File: src/sv/smdf_ram.sv
// smdf_ram: generic single-write, single-read RAM with registered read data.
// No dependencies.
module smdf_ram #(
  parameter int WIDTH = 8,
  parameter int DEPTH = 16
) (
  input  logic                     clk,
  input  logic                     we,
  input  logic [$clog2(DEPTH)-1:0] waddr,
  input  logic [WIDTH-1:0]         wdata,
  input  logic [$clog2(DEPTH)-1:0] raddr,
  output logic [WIDTH-1:0]         rdata
);

  logic [WIDTH-1:0] mem [DEPTH];

  always_ff @(posedge clk) begin
    if (we) begin
      mem[waddr] <= wdata;
    end
    rdata <= mem[raddr];
  end

endmodule

File: config.mk
export PLATFORM = sky130hd
export DESIGN_NAME = smdf_ram
export DESIGN_NICKNAME = d
export VERILOG_FILES = /design/src/sv/smdf_ram.sv
export SDC_FILE = /design/constraint.sdc
export NUM_CORES = 1
export LEC_CHECK = 0
export BUFFER_PORTS_ARGS = -buffer_cell sky130_fd_sc_hd__buf_4
export CAP_MARGIN = 15
export CORE_ASPECT_RATIO = 1.4
export CORE_MARGIN = 10
export CORE_UTILIZATION = 45
export DETAILED_ROUTE_END_ITERATION = 10
export SYNTH_ARGS = -nofsm -noshare
export SYNTH_HDL_FRONTEND = slang
export SYNTH_SLANG_ARGS = --single-unit
File: constraint.sdc
create_clock -name clk -period 2.7 [get_ports clk]
set_input_delay 0.675 -clock clk [delete_from_list [all_inputs] [get_ports clk]]
set_output_delay 0.675 -clock clk [all_outputs]
set_load 0.05 [all_outputs]
==> summary.md <==
| Metric | Value |
|---|---|
| I/O pin cnt | `26` |
| Post-route cell area | `6262 um2` |
| Syn nets | `247` |
| Power consumption | `5.247 mW` |
| Area Overhead vs Synth | `21.66%` |
| Core area | `11280 um2` |
| DRC | `0` |
| Status | `finished clean` |
| Post-layout util | `0.5551` |
| Rel. slew slack | `0.4746` |
| First-pass GRT wire length | `15.93 mm` |
| RSZ-0062 raised after global routing | `false` |
| Drt via density | `5.563` |
| Most common cell after layout, fill and taps aside | `edfxtp_1` |
| Worst min path class | `input pin to register` |
| Total number of vias | `2442` |
| CTS Buf Count | `17` |
| Sw Ratio | `0.1893` |
| CP peak stage delay | `0.57 ns` |
| DP Wirelength | `6.584 mm` |
| Data required time at the worst endpoint | `2.99 ns` |
| CTS tree | `done` |
| Worst Setup End Kind | `register` |
| Root buffer cell | `clkbuf_16` |
| CP arrival | `2.11 ns` |
| Row count | `46` |
| Post-Synth Simple-Gate Area | `0.03184` |
| Clk buf depth | `2` |
| Post-Synth Adder-Cell Area | `0` |
| Clock power share | `0.495` |
| Drt initial violations | `139` |
| Syn Area/Cell | `22.48 um2` |
| Static Leakage | `2.144 nW` |
| Final nets | `300` |
| Post-CTS Resized | `0` |
| Power density cells | `837.8 nW/um2` |
| Max cap viols | `0` |
| Peak VDD IR | `0.4461 mV` |
| Synth warn | `0` |
| Sequential power share | `0.453` |
| Period utilisation layout | `0.6771` |
| Port buffer count | `25` |
| Crit Path Class | `input pin to register` |
| Comb power frac | `0.053` |
| CP max stage cell | `mux4_1` |
| Clk sinks | `136` |
| Clock skew | `0.005520 ns` |
| Post-Syn Area | `5147 um2` |
| Synth Register Bits | `136` |
| Post-synthesis compound-gate area fraction | `0.02333` |
| Crit-path max FO | `14` |
| Int Pwr | `4.253 mW` |
| Vias in the first global route | `2687` |
| Register area share after synthesis | `0.7778` |
| GRT Total Usage | `0.1356` |
| XOR/XNOR share of the synthesized area | `0` |
| WL/cell | `22.53 um` |
| Antenna violations before repair | `0` |
| Latest clock arrival within the worst-skew pair | `0.40 ns` |
| Fraction of synthesized area in multiplexers | `0.1502` |
| Initial Util | `0.4563` |
| Gate Count Post-Synth | `229` |
| Share of post-route cells with drive strength above 1 | `0.3153` |
| Setup violators final | `0` |
| Commonest non-fill, non-tap cells in the layout | `edfxtp_1, buf_4, mux4_2, clkbuf_16, a22oi_1` |
| Post-synth cell types | `19` |
| CTS Hold Bufs | `0` |
| Worst setup SP type | `input pin` |
| F_max | `547.0 MHz` |
| Die X-Extent | `110.4 um` |
| DRT Wirelength | `9.889 mm` |
| Worst-margin pin slew | `0.7865 ns` |
| # fillers | `882` |
| DRT Pass-1 Iters | `4` |
| Antenna Violating Nets Remaining | `0` |
| Setup TNS | `0 ns` |
| Placer Congestion | `0.7182` |
| # placed instances | `407` |
| Grt total ovfl | `0` |
| Final hold viol count | `0` |
| Die span in y | `146.5 um` |
| Setup Buffers After CTS | `0` |
| Sw power | `0.9933 mW` |
| Critical path cell sequence | `buf_4, buf_12, mux4_1, a22oi_1, nand2_1` |
| CTS HTree Levels | `4` |
| DIE AREA | `16180 um2` |
| Largest family of logic cells by synthesized area | `multiplexers` |
| CTS clk-pin slew, worst paths | `0.06 ns` |
| Final number of max-transition violations | `0` |
| Antenna Cells | `0` |
| Non-Filler Instances | `439` |
| Post-DP Area | `5584 um2` |
| Fin crit period | `1.828 ns` |
| Largest net degree at the start of global routing | `33` |
==> worst max-delay path, delay by kind of cell <==
| kind | cells | cell delay (ns) |
|---|---|---|
| compound gates | 1 | 0.28 |
| simple gates | 1 | 0.09 |
| buf+inv | 2 | 0.49 |
| mux | 1 | 0.57 |
==> per-stage QoR <==
step | hold slack (ns) | setup WS, ns
2_1_floorplan | 0.6293 | 0.5321
3_3_place_gp | 0.6535 | 0.4909
3_5_place_dp | 0.6691 | 0.4571
4_1_cts | 0.5654 | 0.8912
5_1_grt | 0.5800 | 0.8158
6_report | 0.5750 | 0.8719
==> synthesized netlist by cell type, drive strengths merged <==
cell type	number	share of area
edfxtp	128	0.75
mux4	32	0.15
a22oi	16	0.023
nor2	13	0.0095
nand2	9	0.0066
dfxtp	8	0.031
buf	7	0.011
nor3	4	0.0039
clkdlybuf4s25	3	0.0058
nand2b	2	0.0024
nand3b	2	0.0029
and2	1	0.0012
and2b	1	0.0015
nand3	1	0.00097
nor2b	1	0.0012
or3b	1	0.0017
==> power groups by stage <==
| stage | Combinational [mW] | Clock, mW | Sequential [mW] |
|---|---|---|---|
| global route | 0.301 | 2.74 | 2.38 |
| detailed placement | 0.282 | 0 | 2.42 |
| finish | 0.277 | 2.59 | 2.37 |
| floorplan | 0.120 | 0 | 2.46 |
| CTS | 0.282 | 2.63 | 2.38 |
| global placement | 0.278 | 0 | 2.42 |
==> cells by family (layout without fill, tap and decap cells) <==
family / count (synthesis) / in the layout
flip-flops: 136 / 136
AND/OR/NAND/NOR: 35 / 35
multiplexers: 32 / 32
AO/OA/AOI/OAI: 16 / 16
buffers and inverters: 10 / 76
==> registers in the layout, summed over array words and instances, names as in the netlist <==
| register | flops |
|---|---|
| mem | 128 |
| rdata | 8 |
==> routing by layer <==
metal / vias up / global-route usage / wire length (um)
met1: 1277 / 0.1612 / 3913
met4: 0 / 0.05284 / 104
met3: 8 / 0.04317 / 549
li1: 1080 / - / -
met5: - / 0 / 0
met2: 77 / 0.2210 / 5321
==> final cells by class <==
cell class | instances | area, um2 | share of cell area
Timing Repair Buffer | 44 | 342.8 | 0.05475
Clock buffer | 21 | 460.4 | 0.07353
Tap cell | 144 | 180.2 | 0.02877
Clock inverter | 11 | 217.7 | 0.03477
Multi-Input combinational cell | 83 | 1057 | 0.1688
Sequential cell | 136 | 4004 | 0.6394
==> final timing paths <==
check	from	end	slack, ns	cells after the start
hold reg to reg	mem[8][5]	rdata[5]	0.67	3
setup / recovery	raddr[0]	rdata[1]	0.87	5
hold / removal	wdata[5]	mem[0][5]	0.58	1
setup reg to reg	mem[5][1]	rdata[1]	1.34	3
Power figures use the tool's default switching activity.
